--- config.mk ---
export PLATFORM = sky130hd
export DESIGN_NAME = stair_climb_sequencer
export DESIGN_NICKNAME = d
export VERILOG_FILES = /design/src/design/scs_pkg.sv /design/src/design/scs_front.sv /design/src/design/scs_queue.sv /design/src/design/scs_back.sv /design/src/design/stair_climb_sequencer.sv
export SDC_FILE = /design/constraint.sdc
export NUM_CORES = 1
export LEC_CHECK = 0
export ABC_AREA = 1
export BUFFER_PORTS_ARGS = -buffer_cell sky130_fd_sc_hd__buf_2
export CAP_MARGIN = 20
export CORE_MARGIN = 10
export CORE_UTILIZATION = 33
export DETAILED_ROUTE_END_ITERATION = 8
export PLACE_DENSITY = 0.47
export RECOVER_POWER = 25
export SYNTH_ARGS = -nofsm -noshare
export SYNTH_HDL_FRONTEND = slang
export SYNTH_HIERARCHICAL = 1
export SYNTH_SLANG_ARGS = --single-unit
--- constraint.sdc ---
create_clock -name clk -period 10.87 [get_ports clk]
set_input_delay 2.174 -clock clk [delete_from_list [all_inputs] [get_ports clk]]
set_output_delay 2.174 -clock clk [all_outputs]
set_load 0.01 [all_outputs]
--- src/design/scs_pkg.sv ---
// ----------------------------------------------------------------------------
// scs_pkg
// Types and constants shared by the stair climb sequencer modules.
// ----------------------------------------------------------------------------
package scs_pkg;

	localparam int CFG_W       = 16;
	localparam int QUEUE_DEPTH = 4;
	localparam int QPTR_W      = 2;
	localparam int QCNT_W      = 3;

	typedef enum logic [2:0] {
		CFG_DETECT_DIST    = 3'd0,
		CFG_TOO_CLOSE_DIST = 3'd1,
		CFG_CLIMB_PITCH    = 3'd2,
		CFG_LEVEL_PITCH    = 3'd3,
		CFG_MAX_ATTEMPTS   = 3'd4,
		CFG_CLIMB_TIMEOUT  = 3'd5,
		CFG_SETTLE         = 3'd6,
		CFG_YAW_LIMIT      = 3'd7
	} cfg_idx_t;

	typedef enum logic [2:0] {
		PH_INIT      = 3'd0,
		PH_APPROACH  = 3'd1,
		PH_CHECK     = 3'd2,
		PH_CLIMB     = 3'd3,
		PH_STABILIZE = 3'd4,
		PH_COMPLETE  = 3'd5
	} phase_t;

	localparam logic [2:0] CMD_STOP  = 3'd0;
	localparam logic [2:0] CMD_FWD   = 3'd1;
	localparam logic [2:0] CMD_BACK  = 3'd2;
	localparam logic [2:0] CMD_LEFT  = 3'd3;
	localparam logic [2:0] CMD_RIGHT = 3'd4;

	localparam logic [7:0] SPD_APPROACH = 8'd180;
	localparam logic [7:0] SPD_FULL     = 8'd255;
	localparam logic [7:0] SPD_STEEP    = 8'd200;
	localparam logic [7:0] SPD_BACK     = 8'd150;
	localparam logic [7:0] SPD_SETTLE   = 8'd150;
	localparam logic [7:0] SPD_TURN     = 8'd100;

	localparam logic [8:0] HOLD_NONE  = 9'd0;
	localparam logic [8:0] HOLD_CHECK = 9'd200;
	localparam logic [8:0] HOLD_BACK  = 9'd300;
	localparam logic [8:0] HOLD_TURN  = 9'd50;

	typedef struct packed {
		logic [8:0] hold_ms;
		logic [7:0] speed;
		logic [2:0] motor_cmd;
	} cmd_t;

	typedef struct packed {
		cmd_t [2:0] cmd;
		logic [1:0] count;
		phase_t     phase;
	} bundle_t;

	typedef struct packed {
		logic [31:0]        now_ms;
		logic signed [15:0] yaw_dev;
		logic signed [15:0] pitch;
		logic [13:0]        distance;
	} step_t;

	typedef struct packed {
		logic [13:0] detect_distance;
		logic [13:0] too_close_distance;
		logic [14:0] climb_pitch;
		logic [14:0] level_pitch;
		logic [2:0]  max_attempts;
		logic [15:0] climb_timeout_ms;
		logic [15:0] settle_ms;
		logic [14:0] yaw_limit;
	} cfg_t;

	function automatic cmd_t mk_cmd(logic [2:0] c, logic [7:0] s, logic [8:0] h);
		cmd_t r;
		r.motor_cmd = c;
		r.speed     = s;
		r.hold_ms   = h;
		return r;
	endfunction

endpackage

--- src/design/scs_front.sv ---
// ----------------------------------------------------------------------------
// scs_front
// Phase state, configuration registers and per-step command bundle builder.
// ----------------------------------------------------------------------------
module scs_front #(
	parameter int TIME_BITS = 32
) (
	input  logic                     clk,
	input  logic                     arst_n,
	input  logic                     cfg_we,
	input  scs_pkg::cfg_idx_t        cfg_index,
	input  logic [scs_pkg::CFG_W-1:0] cfg_data,
	input  logic                     accept,
	input  scs_pkg::step_t           step,
	output logic                     push,
	output scs_pkg::bundle_t         bundle
);
	import scs_pkg::*;

	cfg_t                 cfg_q;
	phase_t               phase_q, phase_d;
	logic [TIME_BITS-1:0] start_q, start_d;
	logic [2:0]           att_q, att_d;

	logic [TIME_BITS-1:0] now_t, clk_chk, clk_clb, elapsed_clb, elapsed_stb;
	logic signed [16:0]   pitch_x, yaw_x, climb_x, level_x, ylim_x;
	logic                 steep, turn_l, turn_r, leave, timeout, settled, close;
	logic [2:0]           att_inc;

	always_ff @(posedge clk or negedge arst_n) begin
		if (!arst_n) begin
			cfg_q.detect_distance    <= 14'd150;
			cfg_q.too_close_distance <= 14'd50;
			cfg_q.climb_pitch        <= 15'd1500;
			cfg_q.level_pitch        <= 15'd500;
			cfg_q.max_attempts       <= 3'd3;
			cfg_q.climb_timeout_ms   <= 16'd10000;
			cfg_q.settle_ms          <= 16'd1000;
			cfg_q.yaw_limit          <= 15'd300;
		end else if (cfg_we) begin
			unique case (cfg_index)
				CFG_DETECT_DIST:    cfg_q.detect_distance    <= cfg_data[13:0];
				CFG_TOO_CLOSE_DIST: cfg_q.too_close_distance <= cfg_data[13:0];
				CFG_CLIMB_PITCH:    cfg_q.climb_pitch        <= cfg_data[14:0];
				CFG_LEVEL_PITCH:    cfg_q.level_pitch        <= cfg_data[14:0];
				CFG_MAX_ATTEMPTS:   cfg_q.max_attempts       <= cfg_data[2:0];
				CFG_CLIMB_TIMEOUT:  cfg_q.climb_timeout_ms   <= cfg_data[15:0];
				CFG_SETTLE:         cfg_q.settle_ms          <= cfg_data[15:0];
				CFG_YAW_LIMIT:      cfg_q.yaw_limit          <= cfg_data[14:0];
			endcase
		end
	end

	always_ff @(posedge clk or negedge arst_n) begin
		if (!arst_n) begin
			phase_q <= PH_INIT;
			start_q <= '0;
			att_q   <= '0;
		end else if (accept) begin
			phase_q <= phase_d;
			start_q <= start_d;
			att_q   <= att_d;
		end
	end

	always_comb begin
		now_t   = TIME_BITS'(step.now_ms);
		pitch_x = 17'(step.pitch);
		yaw_x   = 17'(step.yaw_dev);
		climb_x = $signed({2'b00, cfg_q.climb_pitch});
		level_x = $signed({2'b00, cfg_q.level_pitch});
		ylim_x  = $signed({2'b00, cfg_q.yaw_limit});

		close   = step.distance < cfg_q.too_close_distance;
		clk_chk = close ? now_t + TIME_BITS'(HOLD_CHECK) + TIME_BITS'(HOLD_BACK)
		                : now_t + TIME_BITS'(HOLD_CHECK);

		steep   = !(pitch_x < climb_x);
		turn_l  = !steep && (yaw_x > ylim_x);
		turn_r  = !steep && !turn_l && (yaw_x < -ylim_x);
		clk_clb = (turn_l || turn_r) ? now_t + TIME_BITS'(HOLD_TURN) : now_t;
		leave   = (pitch_x < level_x) && (step.distance > cfg_q.detect_distance);
		elapsed_clb = clk_clb - start_q;
		timeout = !leave && (elapsed_clb > TIME_BITS'(cfg_q.climb_timeout_ms));
		att_inc = (att_q == 3'd7) ? att_q : att_q + 3'd1;

		elapsed_stb = now_t - start_q;
		settled     = elapsed_stb > TIME_BITS'(cfg_q.settle_ms);

		phase_d = phase_q;
		start_d = start_q;
		att_d   = att_q;
		bundle.cmd   = '0;
		bundle.count = 2'd0;

		unique case (phase_q)
			PH_INIT: begin
				start_d = now_t;
				att_d   = '0;
				phase_d = PH_APPROACH;
			end
			PH_APPROACH: begin
				bundle.cmd[0] = mk_cmd(CMD_FWD, SPD_APPROACH, HOLD_NONE);
				bundle.count  = 2'd1;
				if (step.distance < cfg_q.detect_distance) begin
					phase_d = PH_CHECK;
					start_d = now_t;
				end
			end
			PH_CHECK: begin
				bundle.cmd[0] = mk_cmd(CMD_STOP, 8'd0, HOLD_CHECK);
				bundle.cmd[1] = mk_cmd(CMD_BACK, SPD_BACK, HOLD_BACK);
				bundle.count  = close ? 2'd2 : 2'd1;
				phase_d = PH_CLIMB;
				start_d = clk_chk;
			end
			PH_CLIMB: begin
				bundle.cmd[0] = mk_cmd(CMD_FWD, steep ? SPD_STEEP : SPD_FULL, HOLD_NONE);
				bundle.count  = 2'd1;
				if (turn_l || turn_r) begin
					bundle.cmd[1] = mk_cmd(turn_l ? CMD_LEFT : CMD_RIGHT, SPD_TURN, HOLD_TURN);
					bundle.count  = 2'd2;
				end
				if (leave) begin
					phase_d = PH_STABILIZE;
					start_d = clk_clb;
				end
				if (timeout) begin
					att_d = att_inc;
					if (att_inc >= cfg_q.max_attempts) begin
						bundle.cmd[bundle.count] = mk_cmd(CMD_STOP, 8'd0, HOLD_NONE);
						bundle.count = bundle.count + 2'd1;
						phase_d = PH_INIT;
					end else begin
						phase_d = PH_CHECK;
					end
				end
			end
			PH_STABILIZE: begin
				bundle.cmd[0] = mk_cmd(CMD_FWD, SPD_SETTLE, HOLD_NONE);
				bundle.cmd[1] = mk_cmd(CMD_STOP, 8'd0, HOLD_NONE);
				bundle.count  = settled ? 2'd2 : 2'd1;
				if (settled)
					phase_d = PH_COMPLETE;
			end
			default: begin
				bundle.cmd[0] = mk_cmd(CMD_STOP, 8'd0, HOLD_NONE);
				bundle.count  = 2'd1;
			end
		endcase

		bundle.phase = phase_d;
		push = accept && (bundle.count != 2'd0);
	end

endmodule

--- src/design/scs_queue.sv ---
// ----------------------------------------------------------------------------
// scs_queue
// Short FIFO of command bundles between the front and back parts.
// ----------------------------------------------------------------------------
module scs_queue (
	input  logic             clk,
	input  logic             arst_n,
	input  logic             push,
	input  scs_pkg::bundle_t wr_data,
	input  logic             pop,
	output scs_pkg::bundle_t rd_data,
	output logic             full,
	output logic             empty
);
	import scs_pkg::*;

	bundle_t           entry_q [QUEUE_DEPTH];
	logic [QPTR_W-1:0] wr_ptr_q, rd_ptr_q;
	logic [QCNT_W-1:0] cnt_q;

	assign full    = cnt_q == QCNT_W'(QUEUE_DEPTH);
	assign empty   = cnt_q == '0;
	assign rd_data = entry_q[rd_ptr_q];

	always_ff @(posedge clk) begin
		if (push)
			entry_q[wr_ptr_q] <= wr_data;
	end

	always_ff @(posedge clk or negedge arst_n) begin
		if (!arst_n) begin
			wr_ptr_q <= '0;
			rd_ptr_q <= '0;
			cnt_q    <= '0;
		end else begin
			if (push)
				wr_ptr_q <= wr_ptr_q + 1'b1;
			if (pop)
				rd_ptr_q <= rd_ptr_q + 1'b1;
			if (push && !pop)
				cnt_q <= cnt_q + 1'b1;
			else if (pop && !push)
				cnt_q <= cnt_q - 1'b1;
		end
	end

endmodule

--- src/design/scs_back.sv ---
// ----------------------------------------------------------------------------
// scs_back
// Serializes each queued bundle into motor command requests.
// ----------------------------------------------------------------------------
module scs_back (
	input  logic             clk,
	input  logic             arst_n,
	input  scs_pkg::bundle_t head,
	input  logic             empty,
	output logic             pop,
	output logic             out_valid,
	input  logic             out_ready,
	output scs_pkg::cmd_t    out_cmd,
	output scs_pkg::phase_t  out_phase,
	output logic             out_last
);
	import scs_pkg::*;

	logic [1:0] idx_q;
	logic       valid_q, last_q, load, final_cmd;
	cmd_t       cmd_q;
	phase_t     phase_q;

	assign load      = !empty && (!valid_q || out_ready);
	assign final_cmd = idx_q == (head.count - 2'd1);
	assign pop       = load && final_cmd;

	assign out_valid = valid_q;
	assign out_cmd   = cmd_q;
	assign out_phase = phase_q;
	assign out_last  = last_q;

	always_ff @(posedge clk or negedge arst_n) begin
		if (!arst_n) begin
			valid_q <= 1'b0;
			idx_q   <= '0;
		end else begin
			if (load) begin
				valid_q <= 1'b1;
				idx_q   <= final_cmd ? 2'd0 : idx_q + 2'd1;
			end else if (out_ready) begin
				valid_q <= 1'b0;
			end
		end
	end

	always_ff @(posedge clk) begin
		if (load) begin
			cmd_q   <= head.cmd[idx_q];
			phase_q <= head.phase;
			last_q  <= final_cmd;
		end
	end

endmodule

--- src/design/stair_climb_sequencer.sv ---
// ----------------------------------------------------------------------------
// stair_climb_sequencer
// Phase sequencer for a stair climbing robot: one control step in, up to
// three motor commands out.
// ----------------------------------------------------------------------------
//  channel | dir | handshake          | payload
//  s_      | in  | s_tvalid/s_tready  | s_tdata: distance, pitch, yaw_dev, now_ms
//  m_      | out | m_tvalid/m_tready  | m_tdata: motor_cmd, speed, hold_ms, phase;
//          |     |                    | m_tlast: last command of a step
//  cfg_    | in  | cfg_we             | cfg_index, cfg_data
//
// A step is taken by the front part whenever the four-entry bundle queue has room;
// its commands leave the back part at one per cycle while m_tready is high, so a
// step puts one to three commands on the output and an init step puts none.
// Each command passes through the bundle queue, then the back part's output register.
// Reset clears phase, attempt count, start time, queue and output valid.
// A stalled output fills the queue, then drops s_tready.
// ----------------------------------------------------------------------------
module stair_climb_sequencer #(
	parameter int TIME_BITS = 32
) (
	input  logic        clk,
	input  logic        arst_n,
	input  logic        s_tvalid,
	output logic        s_tready,
	input  logic [79:0] s_tdata,   // distance[13:0] pitch[29:14] yaw_dev[45:30] now_ms[77:46]
	output logic        m_tvalid,
	input  logic        m_tready,
	output logic [23:0] m_tdata,   // motor_cmd[2:0] speed[10:3] hold_ms[19:11] phase[22:20]
	output logic        m_tlast,
	input  logic        cfg_we,
	input  logic [2:0]  cfg_index,
	input  logic [15:0] cfg_data
);
	import scs_pkg::*;

	step_t   step;
	bundle_t wr_bundle, head;
	logic    accept, push, pop, full, empty;
	cmd_t    out_cmd;
	phase_t  out_phase;

	assign step     = s_tdata[77:0];
	assign s_tready = !full;
	assign accept   = s_tvalid && !full;

	scs_front #(
		.TIME_BITS(TIME_BITS)
	) u_front (
		.clk      (clk),
		.arst_n   (arst_n),
		.cfg_we   (cfg_we),
		.cfg_index(cfg_idx_t'(cfg_index)),
		.cfg_data (cfg_data),
		.accept   (accept),
		.step     (step),
		.push     (push),
		.bundle   (wr_bundle)
	);

	scs_queue u_queue (
		.clk    (clk),
		.arst_n (arst_n),
		.push   (push),
		.wr_data(wr_bundle),
		.pop    (pop),
		.rd_data(head),
		.full   (full),
		.empty  (empty)
	);

	scs_back u_back (
		.clk      (clk),
		.arst_n   (arst_n),
		.head     (head),
		.empty    (empty),
		.pop      (pop),
		.out_valid(m_tvalid),
		.out_ready(m_tready),
		.out_cmd  (out_cmd),
		.out_phase(out_phase),
		.out_last (m_tlast)
	);

	assign m_tdata = {1'b0, out_phase, out_cmd.hold_ms, out_cmd.speed, out_cmd.motor_cmd};

endmodule

# --- Word level (Yosys, flattened, before mapping) ---
# Memory sizes are Yosys's and may differ from the RTL's.
# Cells that the tools add are included.
totals:
  register_bits: 180
  mem_count: 1
  output_inout_bits: 27
  mem_bits_rw: 260
mem_list:
  columns: ["name", "depth", "word_bits", "read_ports", "rd_clocked_by_memory_dff", "write_ports", "line", "rtl"]
  rows:
  - ["u_queue.entry_q", 4, 65, 1, 0, 1, "scs_queue.sv:17", "bundle_t entry_q [QUEUE_DEPTH];"]
classes:
  bitwise: 2
  eq_ne: 17
  n_addsub: 14
  reduce_logical: 39
  order_cmp: 13
  n_mux: 38
ops:
  columns: ["cell", "n"]
  rows:
  - ["32-bit 2-to-1 mux", 4]
  - ["32-bit one-hot mux with 4 select lines", 1]
  - ["62-bit 2-to-1 mux", 2]
  - ["22-bit one-hot mux with 5 select lines", 1]
  - ["20-bit 2-to-1 mux", 4]
  - ["32-bit by 16-bit greater-than comparator with 1-bit output", 2]
  - ["32-bit subtractor", 2]
  - ["40-bit by 60-bit bitwise AND with 60-bit output", 1]
  - ["60-bit inverter", 1]
  - ["20-bit binary-select mux with 2-bit select", 1]
  - ["20-bit demux with 2-bit select", 1]
  - ["20-bit one-hot mux with 2 select lines", 1]
  - ["32-bit by 6-bit adder with 32-bit output, second input constant", 1]
  - ["32-bit by 8-bit adder with 32-bit output, second input constant", 1]
  - ["32-bit by 9-bit adder with 32-bit output, second input constant", 1]
  - ["16-bit less-than comparator", 2]
  - ["14-bit less-than comparator", 2]
  - ["3-bit 2-to-1 mux", 9]
  - ["3-bit == test, second input constant", 7]
  - ["16-bit by 17-bit less-than comparator with 1-bit output", 1]
  - ["17-bit 2-to-1 mux", 1]
  - ["15-bit negation with 17-bit output", 1]
  - ["16-bit greater-than comparator", 1]
  - ["2-bit AND reduction", 8]
  - ["25 further kinds", 67]

# --- Longest topological paths before layout ---
logic_depth:
  word_depth: 23
  mapped_depth: 63
  ltp_nobuf: 63

# --- Cells and area by module ---
# The synthesis kept the hierarchy.
modules_own_cells:
  columns: ["module", "cells_per_inst", "n_inst", "area_each_um2"]
  rows:
  - ["scs_front", 2469, 1, 16178.0]
  - ["scs_queue", 806, 1, 11267.1]
  - ["scs_back", 145, 1, 1335.0]
  - ["stair_climb_sequencer", 5, 1, 25.0]

# --- Worst setup path before layout ---
# Ideal clock, no wire load.
synth_timing:
  path_type: "input -> register"
  startpoint: "input s_tdata[45]"
  endpoint: "memory u_queue/entry_q[1][0] in the netlist's numbering (enable)"
  arrival_time_ps: 8364
  required_time_ps: 10451
  path_buffers: 1
  slack_ps: 2087
  stages: 44
  cell_sequence: "ha_1 -> nand2_1 -> nor2_1 -> and2_1 -> nand3b_1 -> nand3_1 -> nand2_1 -> nand2_1 -> nand2_2 -> nand2_2 -> clkinv_1 -> nand3_1 -> xor2_1 -> inv_1 -> ha_1 -> nand2_1 -> nor2_1 -> nand2_1 -> (+8 left out) -> nor3b_1 -> nand4_1 -> a21oi_1 -> nand2_1 -> nor2_1 -> nand4_1 -> nor2_1 -> nand2_1 -> nand2_1 -> nand2_1 -> nand2_1 -> nand2_1 -> nand3_1 -> nor2_1 -> nor2_1 -> clkbuf_1 -> nand2_1 -> inv_1"
synth_lines:
  columns: ["item", "line", "rtl"]
  rows:
  - ["start: declaration", "stair_climb_sequencer.sv:26", "input logic [79:0] s_tdata,"]
  - ["end: declaration", "scs_queue.sv:17", null]

==> results.md <==
- Status: finished, violations left
- Violated checks: capacitance limit, slew limit
- Worst clock skew: 0.0281 ns
- Routed length per instance: 17.9 µm
- FILL cells: 9,158
- Reg clk slew, reported paths: 0.06 ns
- DR pass1 iterations: 8
- # Post-CTS Setup Buffers: 0
- Max transition margin: -164%
- ANT nets after route: 0
- Initial Utilization: 33.2%
- CTS sink cnt: 440
- GPL Wtd Cong: 0.946
- Port bufs: 127
- First-pass GRT wire length: 130,000 µm
- Seq/Total Area, Yosys: 43.3%
- Crit-path most repeated cell: nand2_1
- Top post-synthesis cells by area: edfxtp_1, nand2_1, dfrtp_1, ha_1, inv_1
- Critical Path RT: 11.21 ns
- Startpoint types: flip-flop
- Nets: 3,828
- Dominant synthesized flop cell: edfxtp_1
- Final setup viols: 0
- Synth Instances: 3,425
- Hold slack: 0.478 ns
- RSZ-0062 raised after global routing: no
- Pleak: 14.7 nW
- Worst Slack Setup Final: 1.17 ns
- Area of the multi-input gates: 13,200 µm²
- Power Dens Cells: 192 nW/µm²
- Largest net degree at the start of global routing: 214
- Synthesized area: 28,800 µm²
- Post-synth EDFFs: 284
- Initial antenna violation count: 1
- Cts repair resizes: 0
- Hold Path Stages: 2
- Final hold vios: 0
- Starting DRT DRC Count: 1,606
- Num CTS Buffers: 52
- Area delta synth->final: 11.1%
- Final HPWL DP: 61,800 µm
- Clock Root Buffer: clkbuf_16
- Hold crit path type: reg -> reg
- Total Neg Setup Slack: 0 ns
- Full die area: 99,500 µm²
- All-layer global routing usage: 16.6%
- YS warnings: 6
- Worst skew pair latency: 0.60 ns
- Post-synth top area share: 29.6%
- Gr ovfl total: 0
- Largest stage delay, worst path: 0.40 ns
- Maxcap violations: 6
- Final period util: 89.2%
- Register area: 12,500 µm²
- DR vias: 22,500
- CP endpoint kind: flip-flop
- Worst-path cell with the longest stage delay: dfrtp_1
- Ys async rst share: 35.5%
- Core area: 86,800 µm²
- Slew Viols, Final: 258
- Die W: 315 µm
- Pre-CTS setup slack: 0.639 ns
- F_max: 103 MHz
- Critical-path maximum fanout: 29
- Maximum buffer depth of the clock tree: 3
- H-tree depth: 2
- CTS tree: built
- IO Pins: 131
- Cells on worst reg2reg path: 54
- Synthesis-stage register bit count: 440
- Vias in the first global route: 22,000
- Arrival time at the worst endpoint: 10.03 ns
- Syn Area/Cell: 8.41 µm²
- Total Wirelength: 84,500 µm
- Yosys cell types: 62
- Vias per inst: 4.76
- Hold Buf Count CTS: 0
- WS Path Type: reg -> reg
- Layout cells sized above 1: 11.4%
- Actual slew at the worst max-slew pin: 3.97 ns
- Peak supply drop: 0.277 mV
- Rows: 108
- Synth area leader: edfxtp_1
- Tmin final: 9.70 ns
- Die extent in y: 315 µm
- Remaining routing DRC violations: 0
-- synth_stat cells, types with 28 or more instances --
| library cell | number |
|---|---|
| dfstp_2 | 37 |
| edfxtp_1 | 284 |
| nor2_1 | 218 |
| nand3_1 | 130 |
| buf_2 | 28 |
| nand2_1 | 822 |
| ha_1 | 197 |
| inv_1 | 570 |
| nor3_1 | 36 |
| o211ai_1 | 72 |
| buf_4 | 54 |
| o211ai_2 | 74 |
| a21oi_1 | 146 |
| dfrtp_1 | 119 |
| clkbuf_1 | 38 |
| nand4_1 | 41 |
| xor2_1 | 104 |
| o21ai_0 | 247 |
-- final timing paths --
path	end	start	slack (ns)
setup / recovery	u_queue/entry_q[2][32]	u_front/cfg_q[0]	1.17
hold / removal	u_front/start_q[30]	u_front/start_q[30]	0.48
setup reg to reg	u_queue/entry_q[2][32]	u_front/cfg_q[0]	1.17
hold reg to reg	u_front/start_q[30]	u_front/start_q[30]	0.48
max in group asynchronous	u_front/cfg_q[13]	arst_n	4.00
min in group asynchronous	u_queue/cnt_q[0]	arst_n	2.19
-- cells in the final DEF (no fill, tap or decap), types with 4 or more instances in the layout --
master,netlist,final
o22ai_1,7,7
xnor2_1,9,9
o21bai_1,4,4
conb_1,2,34
buf_2,28,125
nand4_1,41,41
clkinv_1,3,7
inv_1,570,566
nor3_1,36,36
buf_4,54,12
clkbuf_8,0,10
clkbuf_1,38,27
nand3b_1,6,6
o31ai_1,4,4
o21a_1,9,9
edfxtp_1,284,284
xor2_1,104,104
o21ai_1,27,27
o211ai_2,74,74
ha_1,197,197
nand3_1,130,130
clkinv_2,0,11
o211ai_1,72,72
o221ai_1,12,12
a31oi_1,8,8
nor3_2,6,6
nor2_2,12,13
nand2_2,19,19
dfrtp_1,119,118
buf_12,8,9
o21ai_0,247,247
nor2_1,218,217
inv_2,10,9
nand2_1,822,822
a21o_1,5,5
dfstp_2,37,37
clkbuf_16,0,53
a21oi_1,146,146
-- cells by family after synthesis --
family	synth area share [%]
AOI/OAI and AO/OA	14.0
xor gates and xnor gates	3.55
adders and majority gates	8.77
buffers and inverters	11.2
DFF	43.3
other	0.0261
and+or+nand+nor	19.2
-- layer usage --
metal  global-route usage (%)  vias up  wire [µm]
met5                        0        -         13
met4                     3.67        2       1550
met3                     1.97      102       3320
met2                     28.7      414      40400
met1                     22.2    10500      39200
li1                         -    11400          -
-- flip-flops by register name, summed over array words and instances, names as in the netlist --
register / count
u_back/out_valid: 1
u_queue/entry_q: 260
u_back/out_last: 1
u_front/start_q: 32
u_front/cfg_q: 108
u_queue/rd_ptr_q: 2
u_front/phase_q: 3
u_front/att_q: 3
u_back/out_phase: 3
u_queue/wr_ptr_q: 2
u_back/idx_q: 2
u_back/out_cmd: 20
u_queue/cnt_q: 3
-- metrics by stage --
stage                     total power, W  cell area (µm²)  utilization (%)  std cells
after global placement           0.00446            30300             35.0       4624
after floorplan                  0.00391            28900                -       3457
after global routing             0.00658            32000             36.9       4722
after detailed placement         0.00448            30300             35.0       4624
after CTS                        0.00625            32000             36.9       4721
final                            0.00615            32000             36.9       4723
-- critical path: cells and delay by family (launching register included) --
family	cells	cell delay [ns]
fa+ha+maj	4	1.14
simple gates	37	4.96
buf+inv	7	1.48
compound gates	3	0.80
xor+xnor	3	0.58
flops	1	0.40
-- power by group --
part / leakage, nW / switching, W / internal, W
combinational: 9.44 / 0.00135 / 0.000660
sequential: 4.43 / 0.000177 / 0.00222
clock: 0.831 / 0.000707 / 0.00103
-- layout make-up --
class	instances	share of cell area [%]
Antenna cell	1	0.00782
Clock buffer	80	4.74
Clock inverter	17	0.582
Inverter	583	6.86
Multi-Input combinational cell	2291	41.4
Sequential cell	440	39.0
Tap cell	1155	4.52
Timing Repair Buffer	156	2.95
Note: power is estimated with default switching activity, not from simulation.
